===== config.mk =====
export PLATFORM = sky130hd
export DESIGN_NAME = midpoint_filled_circle_spans_core
export DESIGN_NICKNAME = d
export VERILOG_FILES = /design/src/design/mfcs_pkg.sv /design/src/design/mfcs_front.sv /design/src/design/mfcs_queue.sv /design/src/design/mfcs_back.sv /design/src/design/midpoint_filled_circle_spans_core.sv
export SDC_FILE = /design/constraint.sdc
export NUM_CORES = 1
export LEC_CHECK = 0
export BUFFER_PORTS_ARGS = -buffer_cell sky130_fd_sc_hd__buf_2
export CORE_MARGIN = 1
export CORE_UTILIZATION = 64
export CTS_BUF_LIST = sky130_fd_sc_hd__clkbuf_8 sky130_fd_sc_hd__clkbuf_16
export CTS_CLUSTER_DIAMETER = 60
export DETAILED_ROUTE_END_ITERATION = 10
export GPL_TIMING_DRIVEN = 0
export PLACE_DENSITY = 0.86
export SYNTH_ARGS = -nofsm -noshare
export SYNTH_HDL_FRONTEND = slang
export SYNTH_SLANG_ARGS = --single-unit
export TNS_END_PERCENT = 100

===== constraint.sdc =====
create_clock -name i_clk -period 11.2 [get_ports i_clk]
set_clock_uncertainty 0.15 [all_clocks]
set_input_delay 2.24 -clock i_clk [delete_from_list [all_inputs] [get_ports i_clk]]
set_output_delay 2.24 -clock i_clk [all_outputs]
set_load 0.05 [all_outputs]

===== src/design/mfcs_pkg.sv =====
// Shared types, widths and span codes for the midpoint filled-circle span core.
// No dependencies; imported by every module of the core.
package mfcs_pkg;

    localparam int COORD_BITS  = 10;               // center coordinate width
    localparam int RADIUS_BITS = 8;                // radius width actually used
    localparam int OFF_W       = RADIUS_BITS + 2;  // signed offsets, y may reach -1
    localparam int DEC_W       = RADIUS_BITS + 4;  // signed decision value
    localparam int OUT_W       = 12;               // span coordinate width
    localparam int APB_AW      = 3;
    localparam int APB_DW      = 32;
    localparam int QUEUE_DEPTH = 2;

    localparam logic [RADIUS_BITS-1:0] RADIUS_RESET = RADIUS_BITS'(30);

    // register indexes
    localparam logic REG_RADIUS = 1'b0;

    // request codes
    localparam logic REQ_START   = 1'b0;
    localparam logic REQ_ADVANCE = 1'b1;

    // span order within one run of four
    localparam logic [1:0] SPAN_XY  = 2'd0;   // ( x,  y)
    localparam logic [1:0] SPAN_NXY = 2'd1;   // (-x,  y)
    localparam logic [1:0] SPAN_NYX = 2'd2;   // (-y,  x)
    localparam logic [1:0] SPAN_YX  = 2'd3;   // ( y,  x), flagged last

    // one run of four spans as handed from front to back
    typedef struct packed {
        logic [COORD_BITS-1:0]   cx;
        logic [COORD_BITS-1:0]   cy;
        logic signed [OFF_W-1:0] x;
        logic signed [OFF_W-1:0] y;
        logic                    done;
    } t_run;

endpackage


===== src/design/mfcs_front.sv =====
// Front end: accepts requests, holds the circle state and does one midpoint step.
// Depends on mfcs_pkg; pushes one t_run per emitting request into mfcs_queue.
module mfcs_front
    import mfcs_pkg::*;
(
    input  logic                   i_clk,
    input  logic                   i_rst_n,
    input  logic [RADIUS_BITS-1:0] i_radius,
    input  logic                   i_valid,
    output logic                   o_ready,
    input  logic                   i_req_type,
    input  logic [COORD_BITS-1:0]  i_center_x,
    input  logic [COORD_BITS-1:0]  i_center_y,
    input  logic                   i_q_full,
    output logic                   o_push,
    output t_run                   o_run
);

    logic                    r_running, n_running;
    logic signed [OFF_W-1:0] r_x, n_x;
    logic signed [OFF_W-1:0] r_y, n_y;
    logic signed [DEC_W-1:0] r_d, n_d;
    logic [COORD_BITS-1:0]   r_cx, n_cx;
    logic [COORD_BITS-1:0]   r_cy, n_cy;

    logic                    accept;
    logic signed [OFF_W-1:0] x1, y1, rad_s;
    logic signed [DEC_W-1:0] dstep;
    logic                    done;

    assign o_ready = !i_q_full;
    assign accept  = i_valid && o_ready;
    assign rad_s   = $signed({2'b00, i_radius});

    always_comb begin
        x1 = r_x + OFF_W'(1);
        y1 = (r_d < 0) ? r_y : (r_y - OFF_W'(1));
        dstep = (DEC_W'(x1) <<< 1) + DEC_W'(1);
        if (r_d >= 0) begin
            dstep = dstep - (DEC_W'(y1) <<< 1);
        end
        done = (x1 > y1);
    end

    always_comb begin
        n_running = r_running;
        n_x       = r_x;
        n_y       = r_y;
        n_d       = r_d;
        n_cx      = r_cx;
        n_cy      = r_cy;
        o_push    = 1'b0;
        o_run     = '0;
        if (accept) begin
            case (i_req_type)
                REQ_START: begin
                    n_cx      = i_center_x;
                    n_cy      = i_center_y;
                    n_x       = '0;
                    n_y       = rad_s;
                    n_d       = DEC_W'(1) - DEC_W'(rad_s);
                    n_running = 1'b1;
                    o_push    = 1'b1;
                    o_run     = '{cx: i_center_x, cy: i_center_y, x: '0, y: rad_s,
                                  done: 1'b0};
                end
                REQ_ADVANCE: begin
                    if (r_running) begin
                        n_x       = x1;
                        n_y       = y1;
                        n_d       = r_d + dstep;
                        n_running = !done;
                        o_push    = 1'b1;
                        o_run     = '{cx: r_cx, cy: r_cy, x: x1, y: y1, done: done};
                    end
                end
                default: begin
                end
            endcase
        end
    end

    always_ff @(posedge i_clk) begin
        if (!i_rst_n) begin
            r_running <= 1'b0;
            r_x       <= '0;
            r_y       <= '0;
            r_d       <= '0;
            r_cx      <= '0;
            r_cy      <= '0;
        end else begin
            r_running <= n_running;
            r_x       <= n_x;
            r_y       <= n_y;
            r_d       <= n_d;
            r_cx      <= n_cx;
            r_cy      <= n_cy;
        end
    end

endmodule


===== src/design/mfcs_queue.sv =====
// Short flop-based FIFO of t_run records between front and back.
// Depends on mfcs_pkg (t_run, QUEUE_DEPTH).
module mfcs_queue
    import mfcs_pkg::*;
(
    input  logic i_clk,
    input  logic i_rst_n,
    input  logic i_push,
    input  t_run i_data,
    output logic o_full,
    output logic o_valid,
    input  logic i_pop,
    output t_run o_data
);

    localparam int PW = $clog2(QUEUE_DEPTH);
    localparam int CW = $clog2(QUEUE_DEPTH + 1);

    t_run          r_mem [QUEUE_DEPTH];
    logic [PW-1:0] r_wp, n_wp;
    logic [PW-1:0] r_rp, n_rp;
    logic [CW-1:0] r_cnt, n_cnt;
    logic          do_push, do_pop;

    assign o_full  = (r_cnt == CW'(QUEUE_DEPTH));
    assign o_valid = (r_cnt != '0);
    assign o_data  = r_mem[r_rp];
    assign do_push = i_push && !o_full;
    assign do_pop  = i_pop && o_valid;

    always_comb begin
        n_wp  = r_wp;
        n_rp  = r_rp;
        n_cnt = r_cnt;
        if (do_push) begin
            n_wp = (r_wp == PW'(QUEUE_DEPTH - 1)) ? '0 : r_wp + PW'(1);
        end
        if (do_pop) begin
            n_rp = (r_rp == PW'(QUEUE_DEPTH - 1)) ? '0 : r_rp + PW'(1);
        end
        case ({do_push, do_pop})
            2'b10:   n_cnt = r_cnt + CW'(1);
            2'b01:   n_cnt = r_cnt - CW'(1);
            default: n_cnt = r_cnt;
        endcase
    end

    always_ff @(posedge i_clk) begin
        if (do_push) begin
            r_mem[r_wp] <= i_data;
        end
    end

    always_ff @(posedge i_clk) begin
        if (!i_rst_n) begin
            r_wp  <= '0;
            r_rp  <= '0;
            r_cnt <= '0;
        end else begin
            r_wp  <= n_wp;
            r_rp  <= n_rp;
            r_cnt <= n_cnt;
        end
    end

endmodule


===== src/design/mfcs_back.sv =====
// Back end: expands one t_run into four spans, one per cycle unless stalled, into an output register.
// Depends on mfcs_pkg; pops records from mfcs_queue.
module mfcs_back
    import mfcs_pkg::*;
(
    input  logic                  i_clk,
    input  logic                  i_rst_n,
    input  logic                  i_q_valid,
    input  t_run                  i_q_data,
    output logic                  o_pop,
    output logic                  o_valid,
    input  logic                  i_ready,
    output logic signed [OUT_W-1:0] o_span_column,
    output logic signed [OUT_W-1:0] o_span_top,
    output logic signed [OUT_W-1:0] o_span_bottom,
    output logic                  o_last_of_run,
    output logic                  o_circle_done
);

    localparam int SW0  = (COORD_BITS > OFF_W) ? COORD_BITS : OFF_W;
    localparam int SUMW = ((SW0 + 2) > OUT_W) ? (SW0 + 2) : OUT_W;

    t_run       r_run;
    logic       r_have;
    logic [1:0] r_idx;
    logic       r_oval;
    logic signed [OUT_W-1:0] r_col, r_top, r_bot;
    logic       r_last, r_done;

    logic                    out_free, load_span, idx_last;
    logic signed [OFF_W-1:0] dx, dy;
    logic signed [SUMW-1:0]  cx_s, cy_s, col_s, top_s, bot_s;

    assign out_free  = !r_oval || i_ready;
    assign load_span = out_free && r_have;
    assign idx_last  = (r_idx == SPAN_YX);
    assign o_pop     = i_q_valid && (!r_have || (load_span && idx_last));

    always_comb begin
        case (r_idx)
            SPAN_XY:  begin dx = r_run.x;  dy = r_run.y; end
            SPAN_NXY: begin dx = -r_run.x; dy = r_run.y; end
            SPAN_NYX: begin dx = -r_run.y; dy = r_run.x; end
            SPAN_YX:  begin dx = r_run.y;  dy = r_run.x; end
            default:  begin dx = r_run.x;  dy = r_run.y; end
        endcase
        cx_s  = $signed({{(SUMW-COORD_BITS){1'b0}}, r_run.cx});
        cy_s  = $signed({{(SUMW-COORD_BITS){1'b0}}, r_run.cy});
        col_s = cx_s + SUMW'(dx);
        top_s = cy_s + SUMW'(dy);
        bot_s = cy_s - SUMW'(dy);
    end

    // record and span counter
    always_ff @(posedge i_clk) begin
        if (!i_rst_n) begin
            r_have <= 1'b0;
            r_idx  <= SPAN_XY;
        end else if (o_pop) begin
            r_have <= 1'b1;
            r_idx  <= SPAN_XY;
        end else if (load_span) begin
            r_have <= !idx_last;
            r_idx  <= r_idx + 2'd1;
        end
    end

    always_ff @(posedge i_clk) begin
        if (o_pop) begin
            r_run <= i_q_data;
        end
    end

    // output register
    always_ff @(posedge i_clk) begin
        if (!i_rst_n) begin
            r_oval <= 1'b0;
        end else if (load_span) begin
            r_oval <= 1'b1;
        end else if (i_ready) begin
            r_oval <= 1'b0;
        end
    end

    always_ff @(posedge i_clk) begin
        if (load_span) begin
            r_col  <= col_s[OUT_W-1:0];
            r_top  <= top_s[OUT_W-1:0];
            r_bot  <= bot_s[OUT_W-1:0];
            r_last <= idx_last;
            r_done <= r_run.done;
        end
    end

    assign o_valid       = r_oval;
    assign o_span_column = r_col;
    assign o_span_top    = r_top;
    assign o_span_bottom = r_bot;
    assign o_last_of_run = r_last;
    assign o_circle_done = r_done;

endmodule


===== src/design/midpoint_filled_circle_spans_core.sv =====
// Top level of the midpoint filled-circle span core: APB radius register,
// front end, run queue and span back end. Depends on mfcs_pkg and all mfcs_* modules.
//
//  channel    | handshake            | payload
//  -----------+----------------------+----------------------------------------------
//  request in | i_valid / o_ready    | i_req_type, i_center_x, i_center_y
//  spans out  | o_valid / i_ready    | o_span_column/top/bottom, o_last_of_run,
//             |                      | o_circle_done
//  config     | psel/penable/pwrite  | paddr, pwdata, prdata (radius at 0x0)
//
// Flow: the front does one midpoint step per accepted request combinationally and
//   registers the new state; the back emits one span per cycle while i_ready allows,
//   four per start or live advance, and the run queue lets new requests be accepted
//   while earlier runs are still expanding. An advance on an idle circle is absorbed
//   with no beats. A run passes the queue entry, record register and output register.
// Reset: synchronous, active low; radius returns to 30, the circle goes idle.
// Stalls: a two-deep run queue decouples the sides; o_ready drops only when it is
//   full, and a stalled output beat holds in the output register.
module midpoint_filled_circle_spans_core
    import mfcs_pkg::*;
(
    input  logic                    i_clk,
    input  logic                    i_rst_n,
    // request channel
    input  logic                    i_valid,
    output logic                    o_ready,
    input  logic                    i_req_type,
    input  logic [COORD_BITS-1:0]   i_center_x,
    input  logic [COORD_BITS-1:0]   i_center_y,
    // span channel
    output logic                    o_valid,
    input  logic                    i_ready,
    output logic signed [OUT_W-1:0] o_span_column,
    output logic signed [OUT_W-1:0] o_span_top,
    output logic signed [OUT_W-1:0] o_span_bottom,
    output logic                    o_last_of_run,
    output logic                    o_circle_done,
    // APB config
    input  logic                    psel,
    input  logic                    penable,
    input  logic                    pwrite,
    input  logic [APB_AW-1:0]       paddr,
    input  logic [APB_DW-1:0]       pwdata,
    output logic [APB_DW-1:0]       prdata,
    output logic                    pready
);

    logic [RADIUS_BITS-1:0] r_radius;
    logic                   reg_idx;
    logic                   cfg_wr;

    logic q_full, q_push, q_valid, q_pop;
    t_run q_in, q_out;

    // ---- config register: word index taken from the byte address ----
    assign pready  = 1'b1;
    assign reg_idx = paddr[2];
    assign cfg_wr  = psel && penable && pwrite && pready;

    always_ff @(posedge i_clk) begin
        if (!i_rst_n) begin
            r_radius <= RADIUS_RESET;
        end else if (cfg_wr && (reg_idx == REG_RADIUS)) begin
            r_radius <= pwdata[RADIUS_BITS-1:0];
        end
    end

    assign prdata = (reg_idx == REG_RADIUS) ? APB_DW'(r_radius) : '0;

    // ---- front: accept, step, push runs ----
    mfcs_front u_front (
        .i_clk      (i_clk),
        .i_rst_n    (i_rst_n),
        .i_radius   (r_radius),
        .i_valid    (i_valid),
        .o_ready    (o_ready),
        .i_req_type (i_req_type),
        .i_center_x (i_center_x),
        .i_center_y (i_center_y),
        .i_q_full   (q_full),
        .o_push     (q_push),
        .o_run      (q_in)
    );

    // ---- run queue ----
    mfcs_queue u_queue (
        .i_clk   (i_clk),
        .i_rst_n (i_rst_n),
        .i_push  (q_push),
        .i_data  (q_in),
        .o_full  (q_full),
        .o_valid (q_valid),
        .i_pop   (q_pop),
        .o_data  (q_out)
    );

    // ---- back: four span beats per run ----
    mfcs_back u_back (
        .i_clk         (i_clk),
        .i_rst_n       (i_rst_n),
        .i_q_valid     (q_valid),
        .i_q_data      (q_out),
        .o_pop         (q_pop),
        .o_valid       (o_valid),
        .i_ready       (i_ready),
        .o_span_column (o_span_column),
        .o_span_top    (o_span_top),
        .o_span_bottom (o_span_bottom),
        .o_last_of_run (o_last_of_run),
        .o_circle_done (o_circle_done)
    );

endmodule


==> Yosys cells after proc, flatten, opt, wreduce, memory -nomap -nowiden <==
Memory sizes are Yosys's and may differ from the RTL's. A register that Yosys moved wholly into a read port is not among the register bits.
Cells that the tools add are included.
{ "totals": {"ff_bits": 107, "mem_bits_rw": 82, "out_inout_bits": 73, "wordCells": 102, "mem_count": 1} }
{ "op_classes": {"addsub": 16, "order_cmp": 3, "eq_ne": 7, "mux": 28, "n_bitwise": 3, "n_reduce_logical": 26} }
{ "mem_list": {"columns": ["memory", "words", "word_bits", "rd", "rd_clocked_by_memory_dff", "wr", "line_no", "text"], "rows": [
  ["u_queue.r_mem", 2, 41, 1, 1, 1, "mfcs_queue.sv:19", "t_run r_mem [QUEUE_DEPTH];"]
]} }
{ "ops": {"columns": ["op", "count"], "rows": [
  ["two-way mux 41 bit", 2],
  ["case mux 41 bit (2 select lines)", 1],
  ["case mux 10 bit (2 select lines)", 3],
  ["case mux 10 bit (4 select lines)", 1],
  ["two-way mux 10 bit", 3],
  ["adder 11 x 10 -> 12 bit", 2],
  ["two-way mux 12 bit", 2],
  ["case mux 12 bit (2 select lines)", 1],
  ["negation 10 bit", 2],
  ["adder 11 x 2 -> 12 bit (second input constant)", 1],
  ["adder 12 bit", 1],
  [">= comparator 12 x 1 -> 1 bit (second input constant)", 1],
  ["less-than comparator 12 x 1 -> 1 bit (second input constant)", 1],
  ["subtractor 11 x 10 -> 12 bit", 1],
  ["subtractor 12 x 11 -> 12 bit", 1],
  ["two-way mux 1 bit", 11],
  ["adder 10 x 2 -> 10 bit (second input constant)", 1],
  ["greater-than comparator 10 bit", 1],
  ["subtractor 10 x 2 -> 10 bit (second input constant)", 1],
  ["logical AND 1 bit", 9],
  ["subtractor 1 x 8 -> 9 bit (first input constant)", 1],
  ["equality test 2 bit (second input constant)", 4],
  ["two-way mux 8 bit", 1],
  ["nonzero test 2 bit", 4],
  ["other kinds (13)", 27]
]} }

==> Logic depth before layout (Yosys ltp) <==
Gate-level depths: netlist of run 1.
{ "logic_depth": {"word_depth": 9, "mapped_depth": 19} }

==> Modules after synthesis <==
Synthesis of run 1 repeated with hierarchy kept, for this count alone.
{ "unflattened": {"cells_unflattened": 1165, "area_unflattened_um2": 12492.0} }
{ "by_module_without_submodules": {"columns": ["module", "instances", "cells_per_inst", "area_each_um2"], "rows": [
  ["mfcs_back", 1, 402, 4702.0],
  ["mfcs_front", 1, 539, 3992.6],
  ["mfcs_queue", 1, 154, 3186.8],
  ["midpoint_filled_circle_spans_core", 1, 70, 610.6]
]} }

==> Worst setup path after synthesis of run 1 <==
OpenSTA, ideal clock, no wires.
{ "synth_timing": {"path_type": "input to register", "from": "input port i_ready", "to": "register u_queue.r_cnt[1]", "setup_ns": 0.076, "arrival_ns": 5.304, "required_ns": 10.974, "path_slack_ns": 5.670, "cell_stages": 6, "path_buffers": 0, "path_cell_list": "nand2b_1 > a21oi_1 > nor2_1 > ha_1 > or3_1 > a21boi_0"} }
{ "synth_between": {"elab_chain_len": 8} }
{ "synth_rtl": {"columns": ["item", "line_no", "text"], "rows": [
  ["from (decl)", "midpoint_filled_circle_spans_core.sv:32", "input logic i_ready,"],
  ["logical OR 1 bit *", "mfcs_back.sv:34", "assign out_free = !r_oval || i_ready;"],
  ["logical AND 1 bit *", "mfcs_back.sv:35", "assign load_span = out_free && r_have;"],
  ["logical AND 1 bit *", "mfcs_back.sv:37", "assign o_pop = i_q_valid && (!r_have || (load_span && idx_last));"],
  ["logical OR 1 bit *", "mfcs_back.sv:37", null],
  ["logical AND 1 bit *", "mfcs_back.sv:37", null],
  ["via q_pop", "midpoint_filled_circle_spans_core.sv:52", "logic q_full, q_push, q_valid, q_pop;"],
  ["logical AND 1 bit *", "mfcs_queue.sv:29", "assign do_pop = i_pop && o_valid;"],
  ["equality test 2 x 1 -> 1 bit or equality test 2 bit (tied branches)", "mfcs_queue.sv:41", "case ({do_push, do_pop})"],
  ["case mux 2 bit (2 select lines) or nonzero test 2 bit (tied branches)", null, null],
  ["to (signal assigned)", "mfcs_queue.sv:62", "r_cnt <= n_cnt;"],
  ["to (decl)", "mfcs_queue.sv:22", "logic [CW-1:0] r_cnt, n_cnt;"]
]} }
The timed path passes the listed nets; every way through them passes the cells marked *.
A chain may end at the register's enable or synchronous reset.

==> Final worst setup path of run 1 <==
{ "layout_timing": {"from": "input port paddr[2]", "to": "output port prdata[0]"} }
{ "layout_between": {"elab_chain_len": 1} }
{ "layout_rtl": {"columns": ["item", "line_no", "text"], "rows": [
  ["from (decl)", "midpoint_filled_circle_spans_core.sv:42", "input logic [APB_AW-1:0] paddr,"],
  ["two-way mux 8 bit", "midpoint_filled_circle_spans_core.sv:68", "assign prdata = (reg_idx == REG_RADIUS) ? APB_DW'(r_radius) : '0;"],
  ["to (decl)", "midpoint_filled_circle_spans_core.sv:44", "output logic [APB_DW-1:0] prdata,"]
]} }
No other way between the ends.

==> flow_metrics.env, run 1 <==
export IMPL_synthTopCellsByCount="160 x edfxtp_1, 140 x nand2_1, 69 x dfxtp_1, 69 x nor2_1, 65 x a21oi_1"
export IMPL_dp_cells=1464
export IMPL_h_tree_depth=1
export IMPL_core_mm2=0.0182
export IMPL_drive_gt1_share_pct=17.6
export IMPL_fillerInstances=1138
export IMPL_cts_buffers=26
export IMPL_synth_edf_count=160
export IMPL_yosysMostFrequentCell="edfxtp_1"
export IMPL_fin_tns_setup_ns=0
export IMPL_yosys_area_share_simple_pct=13.6
export IMPL_core_rowCount=49
export IMPL_clkLatencyLatePin_ns=0.56
export IMPL_cts_setup_buffers=0
export IMPL_drt_pass1_iterations=11
export IMPL_cts_hold_buf=0
export IMPL_portBuffers=83
export IMPL_die_w_um=139
export IMPL_synth_area_leaders="edfxtp_1 40%, dfxtp_1 11%, ha_1 6.7%, nand2_1 4.4%, mux2_2 4.1%"
export IMPL_worst_slew_pin_slew_ns=0.926
export IMPL_antenna_cells=0
export IMPL_worstSetupEndpointType="primary output"
export IMPL_synth_ff_type="edfxtp_1"
export IMPL_slew_headroom_pct=38.2
export IMPL_ys_warn_count=0
export IMPL_track_usage_pct=29.6
export IMPL_place_congestion=0.929
export IMPL_hold_worst_slack_ns=0.296
export IMPL_dp_hpwl_mm=19.1
export IMPL_synthArstFlopShare_pct=0
export IMPL_post_cts_resized=0
export IMPL_cp_arrival_ns=2.77
export IMPL_drtAntennaViolNets=0
export IMPL_ys_seq_area_share_pct=51.4
export IMPL_path_max_fanout=10
export IMPL_setup_viol=0
export IMPL_grt_pass1_vias=8587
export IMPL_leakagePower_nw=5.64
export IMPL_period_share_pct=46.1
export IMPL_ys_ff_latch=229
export IMPL_ir_worst_vdd_mv=0.198
export IMPL_drc=8
export IMPL_die_h_um=139
export IMPL_finalMaxSlewViolations=0
export IMPL_rsz0062_at_grt="no"
export IMPL_synthAdderAreaFrac_pct=7.48
export IMPL_grt_first_pass_wirelength_mm=45.1
export IMPL_dieArea_mm2=0.0194
export IMPL_violations="DRC"
export IMPL_pre_cts_ws_ns=6.05
export IMPL_max_freq_mhz=194
export IMPL_start_kind="input pin"
export IMPL_synthesis_area_mm2=0.0120
export IMPL_power_density_mw_per_mm2=320
export IMPL_postSynthCellCount=1125
export IMPL_crit_type="in -> out"
export IMPL_final_util_pct=76.4
export IMPL_synth_xor_area_share_pct=5.09
export IMPL_antenna_found_initial=0
export IMPL_dr_total_vias=9065
export IMPL_min_path_type="reg -> reg"
export IMPL_synth_compound_area_share_pct=12.9
export IMPL_drt_wl_total_mm=28.1
export IMPL_wl_per_cell_um=18.6
export IMPL_start_util_pct=66.1
export IMPL_finalCriticalPeriod_ns=5.16
export IMPL_synth_top_area_share_pct=39.9
export IMPL_cts_sinks=229
export IMPL_via_per_inst=6.00
export IMPL_synth_top_area_cell="edfxtp_1"
export IMPL_pin_count=136
export IMPL_cts_root_buf="clkbuf_16"
export IMPL_cts_tree="done"
export IMPL_synth_top_family_by_area="simple AND/OR/NAND/NOR gates"
export IMPL_muxShareOfSynthArea_pct=4.57
export IMPL_clk_pin_slew_ns=0.06
export IMPL_yosysUniqueCellTypes=67
export IMPL_area_growth_pct=15.5
export IMPL_required_ns=8.81
export IMPL_drt_iter0_drc=891
export IMPL_status="finished with violations"
export IMPL_cap_violations=0
export IMPL_final_cells=1511
export IMPL_final_hold_viol_count=0
export IMPL_cts_buffer_depth=3
export IMPL_nets=1395
export IMPL_grt_max_degree=36
export IMPL_syn_avg_cell_area_um2=10.7
export IMPL_layout_setup_ws_ns=6.04
export IMPL_grt_ovfl_total=0
[cell type report]
type,instances,area [um2],area share [%]
Multi-Input combinational cell,791,5370,38.6
Clock inverter,16,220,1.58
Clock buffer,31,753,5.42
Tap cell,229,287,2.06
Sequential cell,229,6190,44.5
Buffer,67,354,2.55
Inverter,61,229,1.65
Timing Repair Buffer,87,503,3.62
[where the power goes]
part           total (W)  leakage [nW]  internal (W)  switching, W
Sequential       0.00139          2.08       0.00126      0.000132
Clock           0.000931         0.466      0.000575      0.000356
Combinational    0.00213          3.10      0.000782       0.00135
[registers in the layout, summed over array words and instances (netlist names), 11 cells and up]
name and flops:
u_back.o_span_top 11, u_queue.r_mem 82, u_back.o_span_column 12, u_back.r_run 21
u_front.r_d 12, u_back.o_span_bottom 12
[final timing paths]
check                                    start                        endpoint  slack [ns]  depth (start not counted)
setup / recovery                      paddr[2]                       prdata[0]        6.04                          3
hold / removal       u_back.r_run[0]$_DFFE_PP_  u_back.o_circle_done$_DFFE_PP_        0.30                          0
setup reg to reg  u_front.r_d[11]$_SDFFE_PN0P_    u_front.r_d[11]$_SDFFE_PN0P_        6.48                         17
hold reg to reg      u_back.r_run[0]$_DFFE_PP_  u_back.o_circle_done$_DFFE_PP_        0.30                          0
[critical path, stage by stage]
cell and delay [ns]:
buf_2 0.15, nor2b_1 0.11, buf_2 0.26
[stage by stage]
step	area, um2	power [W]
finish	13900	0.00445
global route	13900	0.00469
CTS	13900	0.00442
detailed placement	12900	0.00347
global placement	12800	0.00338
floorplan	12100	0.00299
[logic make-up (layout without fill, tap and decap cells)]
logic type | Yosys count | count (layout)
simple gates | 341 | 341
compound gates | 237 | 237
flops | 229 | 229
fa+ha+maj | 69 | 69
mux | 49 | 49
other cells | 2 | 25
buf+inv | 128 | 262
xor+xnor | 70 | 70
[layer usage]
metal  GRT usage (%)  share of wire (%)  routed length, um  up-vias
li1                -                  -                  -     4236
met1            38.8                 40              11200     4242
met2            50.4                 49              13700      512
met3            3.80                8.0               2260       75
met4            11.3                3.5                985        0
met5               0                  0                  0        -
[cells in the final DEF (no fill, tap or decap), types with 5 or more instances in the layout]
cell         n
a21oi_1     65
conb_1      25
xor2_1      22
o22ai_1      8
nand2_1    140
nor3b_1      7
a221oi_1     7
ha_1        64
inv_1       62
and2_1      13
nand2b_1     6
nor3_1      20
clkbuf_16   29
clkbuf_1    35
nor2_1      67
o31ai_1      5
o211ai_1     8
xnor2_1     48
o21bai_1     6
fa_1         5
mux2_2      44
o21a_1      14
a211oi_1    16
buf_4       26
a21o_1      10
nor2b_1     31
nand3_1     11
edfxtp_1   160
a21boi_0    27
buf_2       87
dfxtp_1     69
o21ai_0     42
and3_1       6
Power figures use the tool's default switching activity.
==> run 2: changes to the inputs <==
--- a/config.mk
+++ b/config.mk
@@ -5,14 +5,15 @@
 export SDC_FILE = /design/constraint.sdc
 export NUM_CORES = 1
 export LEC_CHECK = 0
+export ABC_AREA = 1
 export BUFFER_PORTS_ARGS = -buffer_cell sky130_fd_sc_hd__buf_2
 export CORE_MARGIN = 1
-export CORE_UTILIZATION = 64
+export CORE_UTILIZATION = 53
 export CTS_BUF_LIST = sky130_fd_sc_hd__clkbuf_8 sky130_fd_sc_hd__clkbuf_16
 export CTS_CLUSTER_DIAMETER = 60
 export DETAILED_ROUTE_END_ITERATION = 10
 export GPL_TIMING_DRIVEN = 0
-export PLACE_DENSITY = 0.86
+export PLACE_DENSITY = 0.76
 export SYNTH_ARGS = -nofsm -noshare
 export SYNTH_HDL_FRONTEND = slang
 export SYNTH_SLANG_ARGS = --single-unit
==> constraint.sdc (replaced) <==
create_clock -name i_clk -period 4.7 [get_ports i_clk]
set_clock_uncertainty 0.15 [all_clocks]
set_input_delay 0.94 -clock i_clk [delete_from_list [all_inputs] [get_ports i_clk]]
set_output_delay 0.94 -clock i_clk [all_outputs]
set_load 0.05 [all_outputs]
==> flow_metrics.env, run 2 <==
export IMPL_status="finished with violations"
export IMPL_violations="DRC"
export IMPL_finalCriticalPeriod_ns=4.14
export IMPL_drt_iter0_drc=728
export IMPL_yosysMostFrequentCell="nand2_1"
export IMPL_antenna_found_initial=0
export IMPL_ys_seq_area_share_pct=51.5
export IMPL_yosysUniqueCellTypes=55
export IMPL_max_freq_mhz=242
export IMPL_power_density_mw_per_mm2=674
export IMPL_synthesis_area_mm2=0.0120
export IMPL_switchingPower_w=0.00396
export IMPL_worstSetupEndpointType="flip-flop"
export IMPL_fin_tns_setup_ns=0
export IMPL_portBuffers=83
export IMPL_cts_tree="done"
export IMPL_drt_pass1_iterations=11
export IMPL_core_rowCount=54
export IMPL_p_clk_share_pct=20.1
export IMPL_slowest_delay_ns=0.42
export IMPL_seqPwrFrac_pct=34.8
export IMPL_ys_warn_count=0
export IMPL_crit_slowest_cell="dfxtp_2"
export IMPL_final_hold_viol_count=0
export IMPL_clk_pin_slew_ns=0.06
export IMPL_synth_edf_count=160
export IMPL_setup_viol=0
export IMPL_drive_gt1_share_pct=14.6
export IMPL_cp_arrival_ns=4.46
export IMPL_synth_ff_type="edfxtp_1"
export IMPL_worst_slew_pin_slew_ns=0.813
export IMPL_grt_ovfl_total=0
export IMPL_finalMaxSlewViolations=0
export IMPL_cap_violations=0
export IMPL_wl_per_cell_um=15.2
export IMPL_track_usage_pct=23.3
export IMPL_combPwrFrac_pct=45.0
export IMPL_cts_buffer_depth=3
export IMPL_rsz0062_at_grt="no"
export IMPL_min_path_type="reg -> reg"
export IMPL_start_kind="flip-flop"
export IMPL_start_util_pct=54.6
export IMPL_core_mm2=0.0220
export IMPL_p_int_w=0.00531
export IMPL_synthArstFlopShare_pct=0
export IMPL_via_per_inst=5.26
export IMPL_dpl_cell_area_mm2=0.0130
export IMPL_synthTopCellsByCount="352 x nand2_1, 160 x edfxtp_1, 145 x inv_1"
export IMPL_place_congestion=0.955
export IMPL_drc=5
export IMPL_crit_type="reg -> reg"
export IMPL_synth_area_leaders="edfxtp_1 40%, dfxtp_1 11%, nand2_1 11%, ha_1 6.7%, a21oi_1 4.9%"
export IMPL_leakagePower_nw=6.08
export IMPL_postSynthCellCount=1338
export IMPL_r2r_start="u_front.r_x[0]$_SDFFE_PN0P_"
export IMPL_path_delay_family="simple AND/OR/NAND/NOR gates"
export IMPL_syn_avg_cell_area_um2=8.98
export IMPL_mostFrequentLayoutCells="352 x nand2_1, 160 x edfxtp_1, 156 x inv_1"
export IMPL_ir_worst_vdd_mv=0.343
export IMPL_max_flop_register="u_queue.r_mem"
export IMPL_synth_top_area_share_pct=40.0
export IMPL_setup_worst_path_start="u_front.r_x[0]$_SDFFE_PN0P_"
export IMPL_nets=1608
export IMPL_final_area_mm2=0.0138
export IMPL_cts_buffers=27
export IMPL_pin_count=136
export IMPL_slew_headroom_pct=45.8
export IMPL_cp_num_buf_inv=3
export IMPL_period_share_pct=88.1
export IMPL_ys_ff_latch=229
export IMPL_top_regs="u_queue.r_mem: 82 flops, u_back.r_run: 21 flops"
export IMPL_dp_hpwl_mm=19.9
export IMPL_synth_top_area_cell="edfxtp_1"
export IMPL_switching_share_pct=42.8
export IMPL_grt_pass1_vias=8900
export IMPL_dieArea_mm2=0.0233
export IMPL_die_w_um=153
export IMPL_drtAntennaViolNets=0
export IMPL_h_tree_depth=1
export IMPL_cts_hold_buf=0
export IMPL_min_from="u_front.r_cx[3]$_SDFFE_PN0P_"
export IMPL_area_growth_pct=14.5
export IMPL_largest_register_ffs=82
export IMPL_required_ns=5.02
export IMPL_path_max_fanout=7
export IMPL_clkLatencyLatePin_ns=0.53
export IMPL_die_h_um=153
export IMPL_cts_sinks=229
export IMPL_cts_root_buf="clkbuf_16"
export IMPL_drt_wl_total_mm=27.0
export IMPL_dr_total_vias=9353
export IMPL_grt_max_degree=40
export IMPL_final_common_cell="nand2_1"
export IMPL_grt_first_pass_wirelength_mm=43.5
export IMPL_antenna_cells=0
[run 2: changes by cell type after synthesis, moves of 31 or more]
cell	before	now
inv_1	60	145
nand2_1	140	352
mux2_2	44	0
nor2b_1	31	0
a21oi_1	65	117
o21ai_0	42	78
xnor2_1	48	9
[run 2: cell type report]
cell class              instances  area, um2
fillers                      1885       8260
well taps                     280        350
repair buffers                 86        475
inverters                     156        587
multi-input cells             907       4970
flip-flops and latches        229       6190
clock inverters                23        125
plain buffers                  69        394
clock buffers                  27        676
[run 2: cell families after synthesis]
family | share of synthesized area, %
and+or+nand+nor | 17.9
AOI/OAI and AO/OA | 11.7
DFF | 51.5
buffers and inverters | 8.16
adders and majority gates | 7.50
xor gates and xnor gates | 3.21
other | 0.0625
[run 2: final timing paths]
check        slack (ns)                           end  cells past startpoint
max                0.56  u_front.r_d[11]$_SDFFE_PN0P_                     25
min                0.31  u_front.r_cx[3]$_SDFFE_PN0P_                      2
max reg2reg        0.56  u_front.r_d[11]$_SDFFE_PN0P_                     25
min reg2reg        0.31  u_front.r_cx[3]$_SDFFE_PN0P_                      2
[run 2: repair_timing]
action	in CTS	in global routing
endpoints found under the setup margin	0	1
gates resized for setup	0	2
buffers inserted	0	0
[run 2: power by group through the flow]
stage	logic (W)	clock network, W	registers, W
2_1_floorplan	0.00260	0	0.00377
3_3_place_gp	0.00397	0	0.00328
3_5_place_dp	0.00415	0	0.00327
4_1_cts	0.00417	0.00189	0.00323
5_1_grt	0.00465	0.00198	0.00327
6_report	0.00418	0.00187	0.00323
[run 2: worst min-delay path, delay by kind of cell, from the launching register on]
| kind | cells | cell delay [ns] |
|---|---|---|
| AOI/OAI and AO/OA | 1 | 0.05 |
| DFF | 1 | 0.31 |
| and+or+nand+nor | 1 | 0.06 |
[run 2: through the flow]
step	power (W)	setup slack, ns	util (%)	cells	hold slack (ns)
2_1_floorplan	0.00637	0.216	-	1361	0.250
3_3_place_gp	0.00725	-1.07	58.4	1724	0.298
3_5_place_dp	0.00742	0.455	58.8	1727	0.303
4_1_cts	0.00930	0.434	62.5	1777	0.312
5_1_grt	0.00990	0.108	62.5	1777	0.325
6_report	0.00927	0.561	62.5	1777	0.311
[run 2: metal layers]
layer | global-route usage [%] | vias to the layer above | share of wire, %
met1 | 30.1 | 4331 | 43
met3 | 3.24 | 56 | 5.5
met5 | 0 | - | 0
li1 | - | 4665 | -
met2 | 39.6 | 301 | 48
met4 | 8.85 | 0 | 3.2
==> run 3: changes to the inputs <==
--- a/config.mk
+++ b/config.mk
@@ -6,14 +6,14 @@
 export NUM_CORES = 1
 export LEC_CHECK = 0
 export ABC_AREA = 1
-export BUFFER_PORTS_ARGS = -buffer_cell sky130_fd_sc_hd__buf_2
 export CORE_MARGIN = 1
-export CORE_UTILIZATION = 53
+export CORE_UTILIZATION = 58
 export CTS_BUF_LIST = sky130_fd_sc_hd__clkbuf_8 sky130_fd_sc_hd__clkbuf_16
 export CTS_CLUSTER_DIAMETER = 60
 export DETAILED_ROUTE_END_ITERATION = 10
+export DONT_BUFFER_PORTS = 1
 export GPL_TIMING_DRIVEN = 0
-export PLACE_DENSITY = 0.76
+export PLACE_DENSITY = 0.72
 export SYNTH_ARGS = -nofsm -noshare
 export SYNTH_HDL_FRONTEND = slang
 export SYNTH_SLANG_ARGS = --single-unit
==> constraint.sdc (replaced) <==
create_clock -name i_clk -period 4.7 [get_ports i_clk]
set_clock_uncertainty 0.15 [all_clocks]
set_input_delay 0.94 -clock i_clk [delete_from_list [all_inputs] [get_ports i_clk]]
set_output_delay 0.94 -clock i_clk [all_outputs]
set_load 0.005 [all_outputs]
==> flow_metrics.env, run 3 (same netlist as run 2, synthesis figures left out) <==
export IMPL_cts_hold_buf=0
export IMPL_start_util_pct=59.2
export IMPL_pin_count=136
export IMPL_clk_pin_slew_ns=0.06
export IMPL_p_clk_share_pct=23.4
export IMPL_rrSetupSlack_ns=0.44
export IMPL_drc=0
export IMPL_die_h_um=146
export IMPL_cp_arrival_ns=4.59
export IMPL_required_ns=5.02
export IMPL_area_growth_pct=11.7
export IMPL_nets=1524
export IMPL_drtAntennaViolNets=0
export IMPL_min_path_type="reg -> reg"
export IMPL_mostFrequentLayoutCells="352 x nand2_1, 160 x edfxtp_1, 148 x inv_1"
export IMPL_max_flop_register="u_queue.r_mem"
export IMPL_worstSetupEndpointType="flip-flop"
export IMPL_hold_path_endpoint="u_front.r_cx[0]$_SDFFE_PN0P_"
export IMPL_rsz0062_at_grt="no"
export IMPL_start_kind="flip-flop"
export IMPL_dp_hpwl_mm=19.5
export IMPL_cts_buffer_depth=3
export IMPL_clkLatencyLatePin_ns=0.55
export IMPL_top_regs="u_queue.r_mem: 82 flops, u_back.r_run: 21 flops"
export IMPL_grt_first_pass_wirelength_mm=42.1
export IMPL_drt_wl_total_mm=25.7
export IMPL_status="complete, no violations"
export IMPL_final_common_cell="nand2_1"
export IMPL_die_w_um=146
export IMPL_post_cts_resized=0
export IMPL_crit_slowest_cell="dfxtp_2"
export IMPL_dr_total_vias=8886
export IMPL_leakagePower_nw=5.77
export IMPL_slew_headroom_pct=47.7
export IMPL_final_hold_viol_count=0
export IMPL_ir_worst_vdd_mv=0.365
export IMPL_antenna_found_initial=0
export IMPL_final_cells=1682
export IMPL_switchingPower_w=0.00330
export IMPL_fin_tns_setup_ns=0
export IMPL_core_rowCount=52
export IMPL_worst_slew_pin_slew_ns=0.784
export IMPL_setup_worst_path_start="u_front.r_x[0]$_SDFFE_PN0P_"
export IMPL_power_density_mw_per_mm2=643
export IMPL_drive_gt1_share_pct=9.99
export IMPL_place_congestion=0.924
export IMPL_whs_path_depth=2
export IMPL_cts_root_buf="clkbuf_16"
export IMPL_drt_iter0_drc=630
export IMPL_largest_register_ffs=82
export IMPL_track_usage_pct=24.9
export IMPL_cts_setup_buffers=0
export IMPL_wl_per_cell_um=15.3
export IMPL_setup_viol=0
export IMPL_cts_buffers=26
export IMPL_grt_pass1_vias=8451
export IMPL_portBuffers=0
export IMPL_combPwrFrac_pct=38.7
export IMPL_reg2reg_depth=25
export IMPL_cts_tree="done"
export IMPL_grt_max_degree=40
export IMPL_crit_type="reg -> reg"
export IMPL_grt_ovfl_total=0
export IMPL_layout_setup_ws_ns=0.436
export IMPL_drt_pass1_iterations=5
export IMPL_core_mm2=0.0203
export IMPL_pre_cts_ws_ns=0.344
export IMPL_cts_sinks=229
export IMPL_slowest_delay_ns=0.42
export IMPL_finalMaxSlewViolations=0
export IMPL_max_freq_mhz=235
export IMPL_path_max_fanout=7
export IMPL_h_tree_depth=1
export IMPL_p_int_w=0.00532
export IMPL_seqPwrFrac_pct=37.9
export IMPL_cap_violations=0
export IMPL_min_from="u_front.r_cx[0]$_SDFFE_PN0P_"
export IMPL_dp_cells=1634
export IMPL_via_per_inst=5.28
export IMPL_antenna_cells=0
export IMPL_dieArea_mm2=0.0213
export IMPL_reg2reg_to="u_front.r_d[11]$_SDFFE_PN0P_"
export IMPL_finalCriticalPeriod_ns=4.26
export IMPL_r2r_start="u_front.r_x[0]$_SDFFE_PN0P_"
export IMPL_period_share_pct=90.7
export IMPL_switching_share_pct=38.3
-- run 3: area by class of cell --
class / count / area (um2)
sequential: 229 / 6190
fill: 1635 / 6880
inverter: 156 / 587
clock buffer: 31 / 731
buffer: 69 / 394
timing repair buffer: 3 / 67.6
tap: 270 / 338
multi-input combinational: 907 / 4960
clock inverter: 17 / 158
-- run 3: stage by stage --
step / total power (W) / utilization (%) / cell area [um2] / hold WS [ns]
CTS: 0.00865 / 66.1 / 13400 / 0.312
detailed placement: 0.00663 / 61.7 / 12500 / 0.302
floorplan: 0.00573 / - / 12100 / 0.250
global placement: 0.00651 / 61.3 / 12400 / 0.298
global route: 0.00923 / 66.1 / 13400 / 0.327
finish: 0.00863 / 66.1 / 13400 / 0.310
-- run 3: worst max-delay path by stage --
stage / end
finish: u_front.r_d[11]$_SDFFE_PN0P_
global route: u_front.r_d[11]$_SDFFE_PN0P_
CTS: u_front.r_d[11]$_SDFFE_PN0P_
detailed placement: u_front.r_d[11]$_SDFFE_PN0P_
global placement: u_queue.r_cnt[1]$_SDFFE_PN0P_
floorplan: u_queue.r_cnt[1]$_SDFFE_PN0P_
-- run 3: worst max-delay path: cells and delay by family, from the launching register on --
family	cells	cell delay (ns)
fa+ha+maj	3	0.86
flops	1	0.42
simple gates	11	1.39
compound gates	7	0.88
xor+xnor	1	0.26
buf+inv	3	0.25
-- run 3: power by group through the flow --
| stage | Sequential, W | Combinational (W) | Clock [W] |
|---|---|---|---|
| floorplan | 0.00320 | 0.00253 | 0 |
| global placement | 0.00333 | 0.00318 | 0 |
| detailed placement | 0.00331 | 0.00332 | 0 |
| CTS | 0.00327 | 0.00334 | 0.00204 |
| global route | 0.00332 | 0.00379 | 0.00212 |
| finish | 0.00327 | 0.00334 | 0.00202 |
-- run 3: metal layers --
metal / vias up / share of wire (%) / wire (um) / track usage, %
met3: 46 / 5.5 / 1400 / 3.95
met4: 0 / 2.4 / 614 / 7.47
li1: 4485 / - / - / -
met1: 4091 / 46 / 11700 / 33.8
met5: - / 0 / 0 / 0
met2: 264 / 46 / 11900 / 41.1
